[src/rtl/bxpd_pkg.sv]
// ----------------------------------------------------------------------------
// bxpd_pkg: shared constants of the XNOR-popcount dot unit
// Field widths, the register map and the column mask function.
// ----------------------------------------------------------------------------
package bxpd_pkg;

  localparam int WORD_BITS        = 64;
  localparam int COLS_W           = 13;
  localparam int BLK_W            = 7;
  localparam int DOT_W            = 14;
  localparam int CNT_W            = 7;
  localparam int IN_TDATA_W       = 2 * WORD_BITS;
  localparam int OUT_TDATA_W      = ((DOT_W + 7) / 8) * 8;
  localparam int APB_DATA_W       = 32;
  localparam int APB_ADDR_W       = 3;
  localparam int MAX_COLS_DEFAULT = 4096;

  localparam logic [COLS_W-1:0] NUM_COLS_RESET  = COLS_W'(64);
  localparam logic [COLS_W-1:0] EQUAL_MAX       = '1;
  localparam logic [BLK_W-1:0]  BLOCK_INDEX_MAX = '1;

  // register index, taken from paddr[2]
  localparam logic REG_NUM_COLS = 1'b0;

  // Bits of word blk whose column (64*blk + bit) lies below cols.
  function automatic logic [WORD_BITS-1:0] column_mask(
    input logic [BLK_W-1:0]  blk,
    input logic [COLS_W-1:0] cols
  );
    logic [COLS_W-1:0] start;
    logic [COLS_W-1:0] left;
    logic [WORD_BITS-1:0] mask;
    start = {blk, 6'b0};
    left  = cols - start;
    if (start >= cols) begin
      mask = '0;
    end else if (left >= COLS_W'(WORD_BITS)) begin
      mask = '1;
    end else begin
      mask = ~({WORD_BITS{1'b1}} << left[5:0]);
    end
    return mask;
  endfunction

endpackage

[src/rtl/binary_xnor_popcount_dot_unit.sv]
// ----------------------------------------------------------------------------
// binary_xnor_popcount_dot_unit
// Dot product of two +1/-1 rows packed as bits, one 64-bit word pair a transfer.
// ----------------------------------------------------------------------------
// Usage:
//   s_* stream: tdata = {rhs_word, lhs_word}, tlast marks the last word pair
//   of a row pair. Words are sent in column order, word 0 first.
//   m_* stream: one transfer per row pair, tdata[13:0] = dot (signed),
//   dot = 2*equal_bits - num_cols. Columns at or above num_cols are ignored.
//   APB: register num_cols at address 0, write it only while the unit is idle.
// Throughput: one word pair per cycle while s_tready is high. The popcount,
//   accumulate and dot arithmetic sit between the input register and the
//   result register, so a result follows its tlast transfer through both.
// Stall: while a result waits on m_tready the input register keeps taking
//   non-last words; a further last word waits in the input register and
//   s_tready drops until the result register frees.
// Reset: both stream stages empty, count and word index cleared,
//   num_cols = 64.
// ----------------------------------------------------------------------------
module binary_xnor_popcount_dot_unit #(
  parameter int MAX_COLS = bxpd_pkg::MAX_COLS_DEFAULT
) (
  input  logic                               clk,
  input  logic                               rst,
  // {rhs_word[127:64], lhs_word[63:0]}
  input  logic [bxpd_pkg::IN_TDATA_W-1:0]    s_tdata,
  input  logic                               s_tlast,
  input  logic                               s_tvalid,
  output logic                               s_tready,
  // {zero pad[15:14], dot[13:0]}
  output logic [bxpd_pkg::OUT_TDATA_W-1:0]   m_tdata,
  output logic                               m_tvalid,
  input  logic                               m_tready,
  input  logic                               psel,
  input  logic                               penable,
  input  logic                               pwrite,
  input  logic [bxpd_pkg::APB_ADDR_W-1:0]    paddr,
  input  logic [bxpd_pkg::APB_DATA_W-1:0]    pwdata,
  output logic [bxpd_pkg::APB_DATA_W-1:0]    prdata,
  output logic                               pready
);

  localparam int WB = bxpd_pkg::WORD_BITS;
  localparam int CW = bxpd_pkg::COLS_W;

  logic [CW-1:0]               num_cols;
  logic [CW-1:0]               cols_wr;
  logic                        cfg_wr;

  logic                        in_valid;
  logic [WB-1:0]               in_lhs;
  logic [WB-1:0]               in_rhs;
  logic                        in_last;

  logic [CW-1:0]               equal_count;
  logic [CW-1:0]               equal_count_next;
  logic [bxpd_pkg::BLK_W-1:0]  block_index;
  logic [bxpd_pkg::BLK_W-1:0]  block_index_next;

  logic                        out_valid;
  logic [bxpd_pkg::DOT_W-1:0]  dot;
  logic [bxpd_pkg::DOT_W-1:0]  dot_next;

  logic [WB-1:0]               same;
  logic [1:0]                  pc2  [WB/2];
  logic [2:0]                  pc4  [WB/4];
  logic [3:0]                  pc8  [WB/8];
  logic [4:0]                  pc16 [WB/16];
  logic [5:0]                  pc32 [WB/32];
  logic [bxpd_pkg::CNT_W-1:0]  ones;
  logic [CW:0]                 sum;
  logic                        advance;
  logic                        s_xfer;

  // ---------------- configuration ----------------
  assign pready = 1'b1;
  assign cfg_wr = psel && penable && pwrite && pready && (paddr[2] == bxpd_pkg::REG_NUM_COLS);

  always_comb begin
    if (int'(pwdata[CW-1:0]) > MAX_COLS) begin
      cols_wr = CW'(MAX_COLS);
    end else begin
      cols_wr = pwdata[CW-1:0];
    end
  end

  always_ff @(posedge clk) begin
    if (rst) begin
      num_cols <= bxpd_pkg::NUM_COLS_RESET;
    end else if (cfg_wr) begin
      num_cols <= cols_wr;
    end
  end

  always_comb begin
    prdata = '0;
    if (paddr[2] == bxpd_pkg::REG_NUM_COLS) begin
      prdata = bxpd_pkg::APB_DATA_W'(num_cols);
    end
  end

  // ---------------- stream control ----------------
  // a non-last word never needs the result register
  assign advance  = in_valid && (!in_last || !out_valid || m_tready);
  assign s_tready = !in_valid || advance;
  assign s_xfer   = s_tvalid && s_tready;

  always_ff @(posedge clk) begin
    if (rst) begin
      in_valid <= 1'b0;
    end else if (s_tready) begin
      in_valid <= s_tvalid;
    end
  end

  always_ff @(posedge clk) begin
    if (s_xfer) begin
      in_lhs  <= s_tdata[WB-1:0];
      in_rhs  <= s_tdata[2*WB-1:WB];
      in_last <= s_tlast;
    end
  end

  // ---------------- popcount and accumulate ----------------
  always_comb begin
    same = ~(in_lhs ^ in_rhs) & bxpd_pkg::column_mask(block_index, num_cols);
    // adder tree popcount, six levels
    for (int i = 0; i < WB/2; i++) begin
      pc2[i] = {1'b0, same[2*i]} + {1'b0, same[2*i+1]};
    end
    for (int i = 0; i < WB/4; i++) begin
      pc4[i] = {1'b0, pc2[2*i]} + {1'b0, pc2[2*i+1]};
    end
    for (int i = 0; i < WB/8; i++) begin
      pc8[i] = {1'b0, pc4[2*i]} + {1'b0, pc4[2*i+1]};
    end
    for (int i = 0; i < WB/16; i++) begin
      pc16[i] = {1'b0, pc8[2*i]} + {1'b0, pc8[2*i+1]};
    end
    for (int i = 0; i < WB/32; i++) begin
      pc32[i] = {1'b0, pc16[2*i]} + {1'b0, pc16[2*i+1]};
    end
    ones = {1'b0, pc32[0]} + {1'b0, pc32[1]};
    sum = {1'b0, equal_count} + (CW+1)'(ones);
    if (sum > {1'b0, bxpd_pkg::EQUAL_MAX}) begin
      equal_count_next = bxpd_pkg::EQUAL_MAX;
    end else begin
      equal_count_next = sum[CW-1:0];
    end
    if (block_index != bxpd_pkg::BLOCK_INDEX_MAX) begin
      block_index_next = block_index + 1'b1;
    end else begin
      block_index_next = block_index;
    end
    dot_next = bxpd_pkg::DOT_W'({equal_count_next, 1'b0} - {1'b0, num_cols});
  end

  always_ff @(posedge clk) begin
    if (rst) begin
      equal_count <= '0;
      block_index <= '0;
    end else if (advance) begin
      if (in_last) begin
        equal_count <= '0;
        block_index <= '0;
      end else begin
        equal_count <= equal_count_next;
        block_index <= block_index_next;
      end
    end
  end

  // ---------------- result register ----------------
  always_ff @(posedge clk) begin
    if (rst) begin
      out_valid <= 1'b0;
    end else if (advance && in_last) begin
      out_valid <= 1'b1;
    end else if (m_tready) begin
      out_valid <= 1'b0;
    end
  end

  always_ff @(posedge clk) begin
    if (advance && in_last) begin
      dot <= dot_next;
    end
  end

  assign m_tvalid = out_valid;
  assign m_tdata  = bxpd_pkg::OUT_TDATA_W'(dot);

endmodule

[config.mk]
export PLATFORM = sky130hd
export DESIGN_NAME = binary_xnor_popcount_dot_unit
export DESIGN_NICKNAME = d
export VERILOG_FILES = /design/src/rtl/bxpd_pkg.sv /design/src/rtl/binary_xnor_popcount_dot_unit.sv
export SDC_FILE = /design/constraint.sdc
export NUM_CORES = 1
export LEC_CHECK = 0
export BUFFER_PORTS_ARGS = -buffer_cell sky130_fd_sc_hd__buf_2
export CORE_MARGIN = 3
export CORE_UTILIZATION = 55
export DETAILED_ROUTE_END_ITERATION = 7
export PLACE_DENSITY = 0.92
export SLEW_MARGIN = 20
export SYNTH_ARGS = -nofsm -noshare
export SYNTH_HDL_FRONTEND = slang
export SYNTH_SLANG_ARGS = --single-unit
[constraint.sdc]
create_clock -name clk -period 12.6 [get_ports clk]
set_clock_uncertainty 0.05 [all_clocks]
set_input_delay 0 -clock clk [delete_from_list [all_inputs] [get_ports clk]]
set_output_delay 0 -clock clk [all_outputs]
set_load 0.05 [all_outputs]
==> results of run 1 <==
per-layer routing:
metal,GRT usage,part of all wire,vias up
li1,-,-,3728
met1,0.3298,0.34,3981
met2,0.5200,0.52,583
met3,0.07167,0.088,141
met4,0.1571,0.053,0
met5,0,0,-
path summary, 6_finish.rpt:
| path | end | slack (ps) | depth (start not counted) |
|---|---|---|---|
| min | num_cols[3]$_SDFFE_PP0P_ | 2 | 4 |
| min reg2reg | equal_count[3]$_SDFFE_PP0P_ | 440 | 1 |
| max | dot[13]$_DFFE_PP_ | 730 | 39 |
| max reg2reg | dot[13]$_DFFE_PP_ | 730 | 39 |
registers in the layout, summed over array words and instances, names as in the netlist:
register / count
num_cols: 13
in_valid: 1
equal_count: 13
m_tvalid: 1
in_last: 1
block_index: 7
dot: 14
in_rhs: 64
in_lhs: 64
tightest hold or removal path: cells and delay by family:
kind | cells | cell delay (ps)
buffers and inverters | 1 | 90
and+or+nand+nor | 2 | 280
AOI/OAI and AO/OA | 1 | 80
Yosys cell counts, drive strengths merged (3+ instances only):
master	instances
a21oi	34
xnor2	39
o21a	10
ha	47
edfxtp	143
and3	4
nand3	19
a22o	8
a211o	19
nor2	60
a211oi	18
fa	58
o211a	3
xor2	45
buf	31
nor4	6
a311oi	4
nand4	6
a22oi	7
nor2b	8
nand2b	16
o21ai	29
clkbuf	19
dfxtp	35
nand2	41
nor3b	6
nor3	9
mux2i	3
inv	74
or3	3
a31oi	3
a21o	8
o211ai	23
cell families after synthesis:
family / Yosys count
buffers and inverters: 125
AOI/OAI and AO/OA: 186
muxes: 3
other: 2
and+or+nand+nor: 189
adders and majority gates: 105
xor gates and xnor gates: 84
DFF: 178
layout by cell type (no fill, tap or decap), types with 35 or more instances in the layout:
cell type	count
edfxtp_1	143
inv_1	73
xor2_1	45
fa_1	58
dfxtp_1	35
nor2_1	59
ha_1	47
nand2_1	41
xnor2_1	39
dlygate4sd3_1	153
buf_2	178
metrics by stage:
| stage | instances | setup WS [ps] | utilization |
|---|---|---|---|
| 2_1_floorplan | 892 | 2526 | - |
| 3_3_place_gp | 1257 | 1358 | 0.6250 |
| 3_5_place_dp | 1257 | 1003 | 0.6252 |
| 4_1_cts | 1442 | 982.5 | 0.7408 |
| 5_1_grt | 1443 | 232.8 | 0.7414 |
| 6_report | 1444 | 734.8 | 0.7415 |
area by class of cell:
type                    count  share of cell area
flip-flops and latches    178              0.3699
multi-input cells         589              0.3609
repair buffers            339              0.1841
clock buffers              17             0.03151
well taps                 229             0.02122
inverters                  75             0.02085
clock inverters            15             0.01103
diodes                      2           0.0003707
==> flow_summary.ini, run 1 <==
[worst_setup_path]
r2r_start = num_cols[6]$_SDFFE_PP1P_
worstSetupPathType = reg -> reg
crit_fanout = 21
slowest_stage = fa_1
crit_top_cell = fa_1
path_delay_family = adder cells
cp-end-kind = register
crit_buf_inv = 10
crit_start = num_cols[6]$_SDFFE_PP1P_
slowest_delay_ps = 630
arrival_ps = 12000
startpoint_type = register
required_ps = 12730

[cells_and_area]
ff_latch_area_um2 = 4995
area_delta_synth_final_pct = 30.63
fill_cells = 1104
fin_area_um2 = 13500
nets = 1476
drive_above_1_share = 0.1921
multi_input_area_um2 = 4873

[clock_network]
cts_tree = done
numCtsBuffers = 17
clock_latency_ps = 440
cts_hold_buf = 153
cts_setup_buffers = 0
clk_pin_slew_ps = 70
clk_path_buf_depth = 2
cts_root_buf = clkbuf_16
cts_max_level = 4
numClockSinks = 178
ctsResizeCount = 0

[timing]
finalHoldViolCount = 0
fin_crit_ps = 11870
rsz0062_at_grt = false
slew_viol_final = 0
relSlewSlack = 0.3092
hold_ws_ps = 1.544
fin_tns_setup_ps = 0
worstMarginPinSlew_ps = 1036
fmax_mhz = 84.28
setup_viol = 0
min_period_over_period = 0.9417

[drt]
drt_wl_total_mm = 29.62
first_pass_iters = 6
drt_iter0_drc = 935
drc = 0
wl_per_cell_um = 20.51
vias = 8433
final_antenna_net_count = 0
vias_per_cell = 5.840

[die]
die_w_um = 143.1
die-area_um2 = 20470
core_area_um2 = 18210
ioPinCount = 222
die_h_um = 143.1
start_util = 0.5676
fp-row-count = 49

[logic_synthesis]
synth_edf_count = 143
syn_inst = 872
synth_area_per_cell_um2 = 11.85
synth_fa_ha_area_frac = 0.1692
synthMuxAreaShare = 0.002905
async_reset_ff_frac = 0
synthFlopType = edfxtp_1
synth_top_family_by_area = adder cells
netlist_area_um2 = 10340
yosys_warnings = 0
synth_compound_area_frac = 0.1290
ys_seq_area_frac = 0.4832
yosysTopAreaCell = edfxtp_1
ys_ff_latch = 178
ys_types = 63
synth_top_area_frac = 0.4154
synth_xor_area_frac = 0.07118
synth.area.top_cells = edfxtp_1, fa_1, dfxtp_1
synthSimpleGateAreaFrac = 0.08909

[grt]
grt_overflow = 0
grt.total_usage = 0.2950
grt_pass1_wl_mm = 45.61
grt_pass1_vias = 8876
grt_max_degree = 95
antenna_found_initial = 1

[placement]
gp_congestion = 0.9872
postPlaceCellArea_um2 = 11380
port_buffers = 178
dpl.hpwl_mm = 18.39

[run_status]
status = finished clean

[flow_run]
cap_violations = 0

[worst_hold_path]
worstHoldStart = pwdata[3]
hold_class = in -> reg
Power of run 1 is not shown: default switching activity piles up to over one toggle a cycle in this logic, so the estimate is an artifact.
==> run 2: changes to the inputs <==
- CELL_PAD_IN_SITES_DETAIL_PLACEMENT: default -> 1
- CELL_PAD_IN_SITES_GLOBAL_PLACEMENT: default -> 2
- CORE_UTILIZATION: 55 -> 36
- PLACE_DENSITY: 0.92 -> 0.93
- REMOVE_ABC_BUFFERS: default -> 1
==> run 2 against run 1 <==
Net effect:
- cell count is 10% higher
- routed wire length is 19% higher
- critical path depth is 3 lower
- core utilization is 25 points lower
- clock-buffer cell count stayed put
- sequential share of layout area is 0.78 points lower
- via count is 2.4% lower
- fmax is 4.3% higher
- register-to-register slack better by 490 ps
- highest routed layer unchanged
==> flow_summary.ini, run 2 (synthesis results as in run 1) <==
[placement]
dpl.hpwl_mm = 22.10
port_buffers = 178
gp_congestion = 0.8510

[drt]
final_antenna_net_count = 0
drt_iter0_drc = 518
vias = 8229
drc = 0
wl_per_cell_um = 22.10
first_pass_iters = 5
vias_per_cell = 5.159
drt_wl_total_mm = 35.24

[cells_and_area]
top_regs = in_lhs x64, in_rhs x64, dot x14
nets = 1480
fill_cells = 3005
drive_above_1_share = 0.1939
layout_commonest_cell = buf_2
final_cell_mix = buf_2, dlygate4sd3_1, edfxtp_1
area_delta_synth_final_pct = 33.43
n_antenna_cell = 0

[clock_network]
cts_max_level = 4
cts_tree = done
clk_pin_slew_ps = 90
numCtsBuffers = 17
numClockSinks = 178
clock_latency_ps = 450
ctsResizeCount = 0
cts_setup_buffers = 0
cts_hold_buf = 155
cts_root_buf = clkbuf_16
clk_path_buf_depth = 2

[grt]
grt.total_usage = 0.2307
antenna_found_initial = 0
grt_max_degree = 74
grt_pass1_wl_mm = 53.92
grt_pass1_vias = 9186
grt_overflow = 0

[die]
core_area_um2 = 28010
ioPinCount = 222
fp-row-count = 61
die_h_um = 175.4
die-area_um2 = 30780
start_util = 0.3690
die_w_um = 175.4

[timing]
fin_tns_setup_ps = 0
relSlewSlack = 0.2705
fmax_mhz = 87.92
setup_viol = 0
rsz0062_at_grt = false
slew_viol_final = 0
fin_crit_ps = 11370
finalHoldViolCount = 0
worstMarginPinSlew_ps = 1090
min_period_over_period = 0.9027

[worst_setup_path]
worstSetupPathType = reg -> reg
crit_fanout = 9
slowest_delay_ps = 790
startpoint_type = register
slowest_stage = o311ai_0
required_ps = 12750
crit_top_cell = fa_1
arrival_ps = 11530
cp-end-kind = register

[flow_run]
cap_violations = 0

[run_status]
status = finished clean

[worst_hold_path]
hold_class = in -> reg
[run 2: cell types whose count changed in the layout (fill, tap and decap cells not counted), sizes merged]
cell	before	now
clkinvlp	2	0
diode	2	0
buf	186	188
bufinv	1	0
dlygate4sd3	153	155
clkinv	6	7
inv	81	83
[run 2: layout make-up]
cell class	count	area, um^2	share of cell area
multi-input cells	589	4872	0.3533
repair buffers	343	2517	0.1825
flip-flops and latches	178	4995	0.3622
clock inverters	15	227.7	0.01651
well taps	378	473.0	0.03429
clock buffers	17	425.4	0.03084
inverters	75	281.5	0.02041
[run 2: critical path: cells and delay by family, from the launching register on]
kind | cells | cell delay, ps
flops | 1 | 330
xor+xnor | 2 | 330
simple gates | 4 | 760
fa+ha+maj | 12 | 5510
compound gates | 10 | 3550
buf+inv | 8 | 600
[run 2: routing by layer]
metal  wire length, um  vias to the layer above  track usage
li1                  -                     3742            -
met1             13860                     4112       0.2731
met2             18320                      300       0.4154
met3              1616                       75      0.03675
met4              1451                        0      0.09766
met5                 0                        -            0
[run 2: path summary, 6_finish.rpt]
path | startpoint | endpoint | slack [ps] | cells after the start
worst min-delay path | s_tdata[97] | in_rhs[33]$_DFFE_PP_ | 210 | 2
worst max register to register | num_cols[6]$_SDFFE_PP1P_ | dot[13]$_DFFE_PP_ | 1230 | 36
worst min register to register | equal_count[6]$_SDFFE_PP0P_ | equal_count[6]$_SDFFE_PP0P_ | 440 | 1
worst max-delay path | num_cols[6]$_SDFFE_PP1P_ | dot[13]$_DFFE_PP_ | 1230 | 36
[run 2: stage by stage]
step | hold WS, ps | std cells | worst slack [ps] | utilization | cell area (um^2)
4_1_cts | 183.3 | 1595 | 1250 | 0.4923 | 13790
3_3_place_gp | 127.0 | 1408 | 1517 | 0.4136 | 11590
2_1_floorplan | 19.07 | 842 | 1894 | - | 10130
6_report | 207.4 | 1595 | 1226 | 0.4924 | 13790
5_1_grt | 206.6 | 1595 | 634.9 | 0.4924 | 13790
3_5_place_dp | 128.3 | 1408 | 1378 | 0.4136 | 11590
Power of run 2 is left out for the same reason.
